**config.mk**
```make
export PLATFORM = sky130hd
export DESIGN_NAME = scancode_to_ascii_translator_core
export DESIGN_NICKNAME = d
export VERILOG_FILES = /design/src/hdl/scat_pkg.sv /design/src/hdl/scat_ram.sv /design/src/hdl/scat_fill.sv /design/src/hdl/scat_format.sv /design/src/hdl/scancode_to_ascii_translator_core.sv
export SDC_FILE = /design/constraint.sdc
export NUM_CORES = 2
export LEC_CHECK = 0
export BUFFER_PORTS_ARGS = -buffer_cell sky130_fd_sc_hd__clkbuf_2
export CAP_MARGIN = 10
export CORE_MARGIN = 2
export CORE_UTILIZATION = 60
export DETAILED_ROUTE_END_ITERATION = 7
export PLACE_DENSITY = 0.76
export SYNTH_ARGS = -nofsm -noshare
export SYNTH_HDL_FRONTEND = slang
export SYNTH_SLANG_ARGS = --single-unit
```
**constraint.sdc**
```tcl
create_clock -name clock -period 5.4 [get_ports clock]
set_input_delay 1.08 -clock clock [delete_from_list [all_inputs] [get_ports clock]]
set_output_delay 1.08 -clock clock [all_outputs]
set_load 0.05 [all_outputs]
```
**src/hdl/scat_pkg.sv**
```systemverilog
// Shared types, constants and keymap table for the scan code translator.
`default_nettype none
package scat_pkg;

   localparam int SCAN_WIDTH   = 8;
   localparam int KEY_WIDTH    = 7;
   localparam int CHAR_WIDTH   = 8;
   localparam int ROW_WIDTH    = 2 * CHAR_WIDTH;
   localparam int KEYMAP_DEPTH = 1 << KEY_WIDTH;

   localparam logic [KEY_WIDTH-1:0] KEY_LSHIFT = 7'd42;
   localparam logic [KEY_WIDTH-1:0] KEY_RSHIFT = 7'd54;
   localparam logic [KEY_WIDTH-1:0] KEY_CTRL   = 7'd29;
   localparam logic [KEY_WIDTH-1:0] KEY_META   = 7'd56;

   localparam logic [CHAR_WIDTH-1:0] CTRL_OFFSET = 8'h40;
   localparam logic [CHAR_WIDTH-1:0] META_BIT    = 8'h80;

   typedef enum logic [1:0] {
      KIND_PLAIN,
      KIND_SHIFT,
      KIND_CTRL,
      KIND_META
   } key_kind_type;

   typedef struct packed {
      logic                  release_key;
      key_kind_type          kind;
      logic                  shift_held;
      logic                  ctrl_held;
      logic                  meta_held;
   } stage_info_type;

   typedef struct packed {
      logic                  wr_en;
      logic [KEY_WIDTH-1:0]  wr_addr;
      logic [ROW_WIDTH-1:0]  wr_data;
      logic                  done;
   } fill_port_type;

   function automatic key_kind_type key_kind(input logic [KEY_WIDTH-1:0] key);
      key_kind_type kind;
      if (key == KEY_LSHIFT || key == KEY_RSHIFT) begin
         kind = KIND_SHIFT;
      end else if (key == KEY_CTRL) begin
         kind = KIND_CTRL;
      end else if (key == KEY_META) begin
         kind = KIND_META;
      end else begin
         kind = KIND_PLAIN;
      end
      return kind;
   endfunction

   // Row layout: shifted column in the upper byte, unshifted in the lower.
   function automatic logic [ROW_WIDTH-1:0] keymap_row(input logic [KEY_WIDTH-1:0] key);
      logic [ROW_WIDTH-1:0] row;
      case (key)
         7'd1:    row = {8'h1B, 8'h1B};
         7'd2:    row = {8'h21, 8'h31};
         7'd3:    row = {8'h40, 8'h32};
         7'd4:    row = {8'h23, 8'h33};
         7'd5:    row = {8'h24, 8'h34};
         7'd6:    row = {8'h25, 8'h35};
         7'd7:    row = {8'h5E, 8'h36};
         7'd8:    row = {8'h26, 8'h37};
         7'd9:    row = {8'h2A, 8'h38};
         7'd10:   row = {8'h28, 8'h39};
         7'd11:   row = {8'h29, 8'h30};
         7'd12:   row = {8'h5F, 8'h2D};
         7'd13:   row = {8'h2B, 8'h3D};
         7'd14:   row = {8'h08, 8'h08};
         7'd15:   row = {8'h09, 8'h09};
         7'd16:   row = {8'h51, 8'h71};
         7'd17:   row = {8'h57, 8'h77};
         7'd18:   row = {8'h45, 8'h65};
         7'd19:   row = {8'h52, 8'h72};
         7'd20:   row = {8'h54, 8'h74};
         7'd21:   row = {8'h59, 8'h79};
         7'd22:   row = {8'h55, 8'h75};
         7'd23:   row = {8'h49, 8'h69};
         7'd24:   row = {8'h4F, 8'h6F};
         7'd25:   row = {8'h50, 8'h70};
         7'd26:   row = {8'h7B, 8'h5B};
         7'd27:   row = {8'h7D, 8'h5D};
         7'd28:   row = {8'h0D, 8'h0D};
         7'd30:   row = {8'h41, 8'h61};
         7'd31:   row = {8'h53, 8'h73};
         7'd32:   row = {8'h44, 8'h64};
         7'd33:   row = {8'h46, 8'h66};
         7'd34:   row = {8'h47, 8'h67};
         7'd35:   row = {8'h48, 8'h68};
         7'd36:   row = {8'h4A, 8'h6A};
         7'd37:   row = {8'h4B, 8'h6B};
         7'd38:   row = {8'h4C, 8'h6C};
         7'd39:   row = {8'h3A, 8'h3B};
         7'd40:   row = {8'h22, 8'h27};
         7'd41:   row = {8'h7E, 8'h60};
         7'd43:   row = {8'h7C, 8'h5C};
         7'd44:   row = {8'h5A, 8'h7A};
         7'd45:   row = {8'h58, 8'h78};
         7'd46:   row = {8'h43, 8'h63};
         7'd47:   row = {8'h56, 8'h76};
         7'd48:   row = {8'h42, 8'h62};
         7'd49:   row = {8'h4E, 8'h6E};
         7'd50:   row = {8'h4D, 8'h6D};
         7'd51:   row = {8'h3C, 8'h2C};
         7'd52:   row = {8'h3E, 8'h2E};
         7'd53:   row = {8'h3F, 8'h2F};
         7'd57:   row = {8'h20, 8'h20};
         7'd71:   row = {8'h4A, 8'h4A};
         7'd72:   row = {8'h52, 8'h52};
         7'd73:   row = {8'h4B, 8'h4B};
         7'd74:   row = {8'h2D, 8'h2D};
         7'd75:   row = {8'h50, 8'h50};
         7'd76:   row = {8'h35, 8'h35};
         7'd77:   row = {8'h4F, 8'h4F};
         7'd78:   row = {8'h2B, 8'h2B};
         7'd79:   row = {8'h4D, 8'h4D};
         7'd80:   row = {8'h51, 8'h51};
         7'd81:   row = {8'h4E, 8'h4E};
         7'd82:   row = {8'h49, 8'h49};
         7'd83:   row = {8'h4C, 8'h4C};
         7'd84:   row = {8'h7E, 8'h7E};
         7'd86:   row = {8'h69, 8'h69};
         7'd87:   row = {8'h0C, 8'h0C};
         7'd88:   row = {8'h0D, 8'h0D};
         default: row = '0;
      endcase
      return row;
   endfunction

endpackage
`default_nettype wire

```
**src/hdl/scat_ram.sv**
```systemverilog
// Generic single-port-write, single-port-read RAM with registered read data.
`default_nettype none
module scat_ram #(
   parameter int DATA_WIDTH = 16,
   parameter int DEPTH      = 128,
   parameter int ADDR_WIDTH = $clog2(DEPTH)
) (
   input  wire logic                  clock,
   input  wire logic                  wr_en,
   input  wire logic [ADDR_WIDTH-1:0] wr_addr,
   input  wire logic [DATA_WIDTH-1:0] wr_data,
   input  wire logic                  rd_en,
   input  wire logic [ADDR_WIDTH-1:0] rd_addr,
   output      logic [DATA_WIDTH-1:0] rd_data
);

   logic [DATA_WIDTH-1:0] mem_ff [DEPTH];
   logic [DATA_WIDTH-1:0] rd_data_ff;

   always_ff @(posedge clock) begin
      if (wr_en) begin
         mem_ff[wr_addr] <= wr_data;
      end
      if (rd_en) begin
         rd_data_ff <= mem_ff[rd_addr];
      end
   end

   assign rd_data = rd_data_ff;

endmodule
`default_nettype wire

```
**src/hdl/scat_fill.sv**
```systemverilog
// Post-reset sweep that loads the keymap table into the keymap RAM.
`default_nettype none
module scat_fill (
   input  wire logic                    clock,
   input  wire logic                    reset,
   output      scat_pkg::fill_port_type fill
);
   import scat_pkg::*;

   logic [KEY_WIDTH:0] count_ff;
   logic [KEY_WIDTH:0] count_in;

   always_comb begin
      count_in = count_ff;
      if (!count_ff[KEY_WIDTH]) begin
         count_in = count_ff + 1'b1;
      end
   end

   always_ff @(posedge clock) begin
      if (reset) begin
         count_ff <= '0;
      end else begin
         count_ff <= count_in;
      end
   end

   always_comb begin
      fill.done    = count_ff[KEY_WIDTH];
      fill.wr_en   = !count_ff[KEY_WIDTH];
      fill.wr_addr = count_ff[KEY_WIDTH-1:0];
      fill.wr_data = keymap_row(count_ff[KEY_WIDTH-1:0]);
   end

endmodule
`default_nettype wire

```
**src/hdl/scat_format.sv**
```systemverilog
// Character formation from a keymap row and the modifier snapshot.
`default_nettype none
module scat_format (
   input  wire logic [scat_pkg::ROW_WIDTH-1:0]  row,
   input  wire scat_pkg::stage_info_type        info,
   output      logic                            char_valid,
   output      logic [scat_pkg::CHAR_WIDTH-1:0] char_code
);
   import scat_pkg::*;

   logic [CHAR_WIDTH-1:0] shifted;
   logic [CHAR_WIDTH-1:0] entry;
   logic [CHAR_WIDTH-1:0] base;

   always_comb begin
      shifted    = row[ROW_WIDTH-1:CHAR_WIDTH];
      entry      = info.shift_held ? shifted : row[CHAR_WIDTH-1:0];
      base       = info.ctrl_held ? (shifted - CTRL_OFFSET) : entry;
      char_valid = 1'b0;
      char_code  = '0;
      if (!info.release_key && info.kind == KIND_PLAIN && entry != '0) begin
         char_valid = 1'b1;
         char_code  = info.meta_held ? (base | META_BIT) : base;
      end
   end

endmodule
`default_nettype wire

```
**src/hdl/scancode_to_ascii_translator_core.sv**
```systemverilog
// Scan code set 1 to ASCII translator: modifier tracking, keymap RAM, output word.
//
// Usage:
//   req channel carries one scan code byte per word; bit 7 marks a release.
//   rsp channel returns exactly one word per request: char_valid and char_code
//   (char_code is zero when char_valid is low).
//   A request passes through the keymap RAM read register, then the output
//   register, on its way to rsp_valid.
//   Throughput is one word per cycle while rsp_ready stays high; the keymap RAM read
//   port takes one key each cycle and the modifier flags update at acceptance.
//   After reset a sweep loads all 128 keymap RAM rows, one row per
//   cycle; req_ready stays low until it completes. Reset clears shift, ctrl and
//   meta and empties the pipeline.
//   When the receiver stalls, the output word holds and the RAM stage holds one
//   more word; req_ready drops once both are occupied.
`default_nettype none
module scancode_to_ascii_translator_core (
   input  wire logic                            clock,
   input  wire logic                            reset,
   input  wire logic                            req_valid,
   output      logic                            req_ready,
   input  wire logic [scat_pkg::SCAN_WIDTH-1:0] req_scan_code,
   output      logic                            rsp_valid,
   input  wire logic                            rsp_ready,
   output      logic                            rsp_char_valid,
   output      logic [scat_pkg::CHAR_WIDTH-1:0] rsp_char_code
);
   import scat_pkg::*;

   fill_port_type         fill;
   logic [KEY_WIDTH-1:0]  key;
   logic                  release_key;
   key_kind_type          kind;
   logic                  accept;
   logic                  advance;
   logic [ROW_WIDTH-1:0]  row;
   logic                  char_valid;
   logic [CHAR_WIDTH-1:0] char_code;

   logic                  shift_ff, shift_in;
   logic                  ctrl_ff, ctrl_in;
   logic                  meta_ff, meta_in;
   logic                  stage_valid_ff, stage_valid_in;
   stage_info_type        stage_info_ff, stage_info_in;
   logic                  out_valid_ff, out_valid_in;
   logic                  out_char_valid_ff, out_char_valid_in;
   logic [CHAR_WIDTH-1:0] out_char_code_ff, out_char_code_in;

   scat_fill u_fill (
      .clock (clock),
      .reset (reset),
      .fill  (fill)
   );

   scat_ram #(
      .DATA_WIDTH (ROW_WIDTH),
      .DEPTH      (KEYMAP_DEPTH)
   ) u_keymap (
      .clock   (clock),
      .wr_en   (fill.wr_en),
      .wr_addr (fill.wr_addr),
      .wr_data (fill.wr_data),
      .rd_en   (accept),
      .rd_addr (key),
      .rd_data (row)
   );

   scat_format u_format (
      .row        (row),
      .info       (stage_info_ff),
      .char_valid (char_valid),
      .char_code  (char_code)
   );

   always_comb begin
      key         = req_scan_code[KEY_WIDTH-1:0];
      release_key = req_scan_code[SCAN_WIDTH-1];
      kind        = key_kind(key);

      advance   = stage_valid_ff && (!out_valid_ff || rsp_ready);
      req_ready = fill.done && (!stage_valid_ff || advance);
      accept    = req_valid && req_ready;

      // apply modifier press or release
      shift_in = shift_ff;
      ctrl_in  = ctrl_ff;
      meta_in  = meta_ff;
      if (accept) begin
         case (kind)
            KIND_SHIFT: shift_in = !release_key;
            KIND_CTRL:  ctrl_in  = !release_key;
            KIND_META:  meta_in  = !release_key;
            default:    ;
         endcase
      end

      stage_valid_in = accept || (stage_valid_ff && !advance);
      stage_info_in  = stage_info_ff;
      if (accept) begin
         stage_info_in.release_key = release_key;
         stage_info_in.kind        = kind;
         stage_info_in.shift_held  = shift_ff;
         stage_info_in.ctrl_held   = ctrl_ff;
         stage_info_in.meta_held   = meta_ff;
      end

      out_valid_in      = advance || (out_valid_ff && !rsp_ready);
      out_char_valid_in = out_char_valid_ff;
      out_char_code_in  = out_char_code_ff;
      if (advance) begin
         out_char_valid_in = char_valid;
         out_char_code_in  = char_code;
      end
   end

   always_ff @(posedge clock) begin
      if (reset) begin
         shift_ff       <= 1'b0;
         ctrl_ff        <= 1'b0;
         meta_ff        <= 1'b0;
         stage_valid_ff <= 1'b0;
         out_valid_ff   <= 1'b0;
      end else begin
         shift_ff       <= shift_in;
         ctrl_ff        <= ctrl_in;
         meta_ff        <= meta_in;
         stage_valid_ff <= stage_valid_in;
         out_valid_ff   <= out_valid_in;
      end
   end

   always_ff @(posedge clock) begin
      stage_info_ff     <= stage_info_in;
      out_char_valid_ff <= out_char_valid_in;
      out_char_code_ff  <= out_char_code_in;
   end

   assign rsp_valid      = out_valid_ff;
   assign rsp_char_valid = out_char_valid_ff;
   assign rsp_char_code  = out_char_code_ff;

endmodule
`default_nettype wire
```
==> flow_summary.json <==
{
  "cp_data_required_time_ns": 5.94,
  "die-height_um": 352,
  "irDropWorstVdd_v": 0.000360,
  "syn-num-nets": 3560,
  "rr_worst_depth": 9,
  "post-cts-setup-buffers": 0,
  "setup_viol_count_final": 0,
  "cts_hold_repair.buffers": 0,
  "cts_tree": "done",
  "yosysWarningCount": 0,
  "ys.flop_type": "edfxtp_1",
  "floorplan.core_area_um2": 120000,
  "gp_congestion": 0.923,
  "aggregate_routed_wire_length_um": 183000,
  "initial_core_util_pct": 60.6,
  "grt_max_degree": 97,
  "min_delay_worst_endpoint": "stage_info_ff[1]",
  "diodes": 0,
  "cts_max_level": 4,
  "top_fanout_value_on_the_critical_path": 18,
  "finalClockSkew_ns": 0.0371,
  "hpwlAfterDp_um": 105000,
  "top_area_cell_type_share_of_the_netlist_area_pct": 75.2,
  "io_pins": 23,
  "setup_tns_ns": 0,
  "final_layout_size_suffix_gt1_share_pct": 24.5,
  "global_route.usage.total_pct": 29.6,
  "route.vias.total": 37500,
  "final_count_of_hold_timing_violations": 0,
  "timing.fmax_ghz": 0.267,
  "worstReg2RegEnd": "u_fill.fill[4]",
  "cp-start-kind": "primary input",
  "finalHoldWorstSlack_ns": 0.464,
  "grt_use_met1_pct": 40.8,
  "drv_slew": 0,
  "timing.final.ws_setup_ns": 1.66,
  "ctsResizeCount": 0,
  "ctsRootBufferMaster": "clkbuf_16",
  "critical_path_arrival_ns": 4.28,
  "critical_path.endpoint_type": "register",
  "critical_path_max_stage_delay_ns": 0.75,
  "row_count": 127,
  "clockBufferDepth": 3,
  "worstPathCellList": "buf_2, clkinv_1, nor2_2, buf_4, a221oi_1, a21oi_1, a21oi_1",
  "cts_inserted_buffers": 175,
  "netlist_cell_types": 70,
  "worst_hold_startpoint": "ctrl_ff",
  "main_area_contributors_after_synthesis": "edfxtp_1 75%, mux4_2 13%, mux2i_1 3.1%",
  "global_route.usage.met2_pct": 45.9,
  "min_delay_path_depth": 0,
  "crit_slowest_cell": "nor2_2",
  "final_antenna_violating_net_count": 0,
  "critPathMostFrequentCell": "a21oi_1",
  "layout-area-overhead-vs-synth_pct": 11.7,
  "detailedRoute.firstIterationViolations": 6107,
  "synth.yosys.seq_area_share_pct": 75.9,
  "worst_slack_placed_ns": 0.946,
  "via_per_inst": 6.85,
  "synth.ff_latch_count": 1848,
  "tightestPinTransition_ns": 1.25,
  "maxCapViolations": 0,
  "area_of_the_mapped_netlist_um2": 72800,
  "setup.worst_path.class": "primary input to register",
  "highest_utilization_routing_layer_at_the_global_route_stage": "met2",
  "post_synthesis_mean_instance_area_um2": 20.6,
  "fp.dieArea_um2": 124000,
  "clock_network_latency_to_the_later_pin_of_the_worst_skew_pair_ns": 0.81,
  "relSlewSlack_pct": 16.8,
  "gr-total-overflow": 0,
  "worst_hold_path_type": "register to register",
  "worst_r2r_startpoint": "u_fill.count_ff[0]",
  "io_buffers": 22,
  "wire_per_inst_um": 33.4,
  "postSynth.asyncResetShare_pct": 0,
  "synth-edff-count": 1821,
  "post-route-period-util_pct": 69.3,
  "timing.final.crit_period_ns": 3.74,
  "route.detailed.drc": 0,
  "outcome": "complete, no violations",
  "die-width_um": 352,
  "wire_length_of_the_first_global_routing_pass_um": 263000,
  "clk_transition_reported_paths_ns": 0.06,
  "antenna_violations_before_repair": 3,
  "power_leakage_nw": 26.4,
  "rsz0062_at_grt": "false",
  "synthDominantAreaCellType": "edfxtp_1",
  "rrSetupSlack_ns": 1.90,
  "filler_cell_count": 7364,
  "synthesis.instances": 3534,
  "met3_track_utilization_from_global_routing_pct": 7.13,
  "powerDensity_nw_per_um2": 372,
  "vias_in_the_first_global_route": 37200,
  "final_core_util_pct": 67.6,
  "cts.sinks": 1848,
  "firstDrtPassIters": 6,
  "layout.nets": 3735
}
==> how the worst max path moves through the flow <==
| stage | from | endpoint | slack, ns |
|---|---|---|---|
| 4_1_cts | req_scan_code[0] | u_keymap.rd_data[12] | 1.79 |
| 5_1_grt | u_fill.count_ff[0] | u_fill.fill[4] | 1.64 |
| 3_3_place_gp | req_scan_code[0] | u_keymap.rd_data[12] | 0.98 |
| 2_1_floorplan | req_scan_code[1] | u_keymap.rd_data[11] | 2.19 |
| 6_report | req_scan_code[2] | u_keymap.rd_data[13] | 1.66 |
| 3_5_place_dp | req_scan_code[0] | u_keymap.rd_data[12] | 0.95 |
==> worst max-delay path, delay by kind of cell <==
family / cells / cell delay [ns]
AOI/OAI and AO/OA: 3 / 0.72
buffers and inverters: 3 / 1.68
and+or+nand+nor: 1 / 0.75
==> Yosys cell counts (17+ instances only) <==
cell      instances
edfxtp_1       1821
mux4_2          417
mux2i_1         227
nor2_1          172
nand2_1          92
a22oi_1          82
buf_2            76
a21oi_1          74
clkbuf_1         74
nand3_1          66
nor2b_1          36
o21ai_0          35
buf_4            33
dfxtp_1          27
nor3_1           26
a211oi_1         19
o211ai_1         18
inv_1            17
==> final cells by class <==
class                   instances  area (µm²)  area share [%]
clock buffers                 217        4560            5.61
flip-flops and latches       1848       55300            68.0
multi-input cells            1458       16500            20.3
well taps                    1612        2020            2.48
repair buffers                206        1670            2.06
clock inverters               109        1140            1.40
inverters                      20        75.1          0.0924
==> state kept, by name, indices dropped and copies added, names as in the netlist <==
register and cells:
ctrl_ff 1, meta_ff 1, rsp_char_code 8, rsp_char_valid 1, rsp_valid 1, shift_ff 1
stage_info_ff 6, stage_valid_ff 1, u_fill.count_ff 8, u_fill.fill 14, u_keymap.mem_ff 1792, u_keymap.rd_data 14
==> power by group <==
part	leakage [nW]	switching [mW]	internal, mW
Clock	2.76	5.33	6.90
Sequential	17.1	0.279	16.1
Combinational	6.53	1.06	0.533
==> through the flow <==
stage               cells  total power [mW]  cell area (µm²)
floorplan            3534              17.6            72800
CTS                  5470              30.3            81200
global route         5470              30.9            81200
detailed placement   5144              18.3            75500
finish               5470              30.2            81200
global placement     5144              18.2            75500
==> logic make-up (layout without fill, tap and decap cells) <==
family          Yosys count  after routing  share of synthesized area (%)
flops                  1848           1848                           75.9
mux                     651            651                           16.1
simple gates            458            458                           2.91
compound gates          326            326                           3.09
buf+inv                 228            552                           1.60
fa+ha+maj                14             14                          0.241
xor+xnor                  9              9                          0.108
==> placed cells by master, fill, tap and decap left out, types with 16 or more instances in the layout <==
cell type  count
clkbuf_1      41
clkbuf_2      17
mux4_2       417
nor2_2        46
nor3_1        24
buf_4        172
nor2b_1       33
nand4_1       16
bufinv_16     18
a211oi_1      19
clkinv_2      27
nand2_1       92
edfxtp_1    1821
o21ai_0       35
nor2_1       127
mux2i_1      227
o211ai_1      18
a221oi_1      16
clkinv_1      45
a21oi_1       74
nand3_1       66
a22oi_1       82
inv_1         17
clkbuf_16    176
==> routing by layer <==
metal  part of all wire (%)  vias up  routed length, µm
met5                  0.020        -                 36
met3                     11      436              20900
met4                    4.4        6               8120
met2                     48     2511              87100
met1                     36    19500              66400
li1                       -    15100                  -
(Power assumes the default switching activity.)
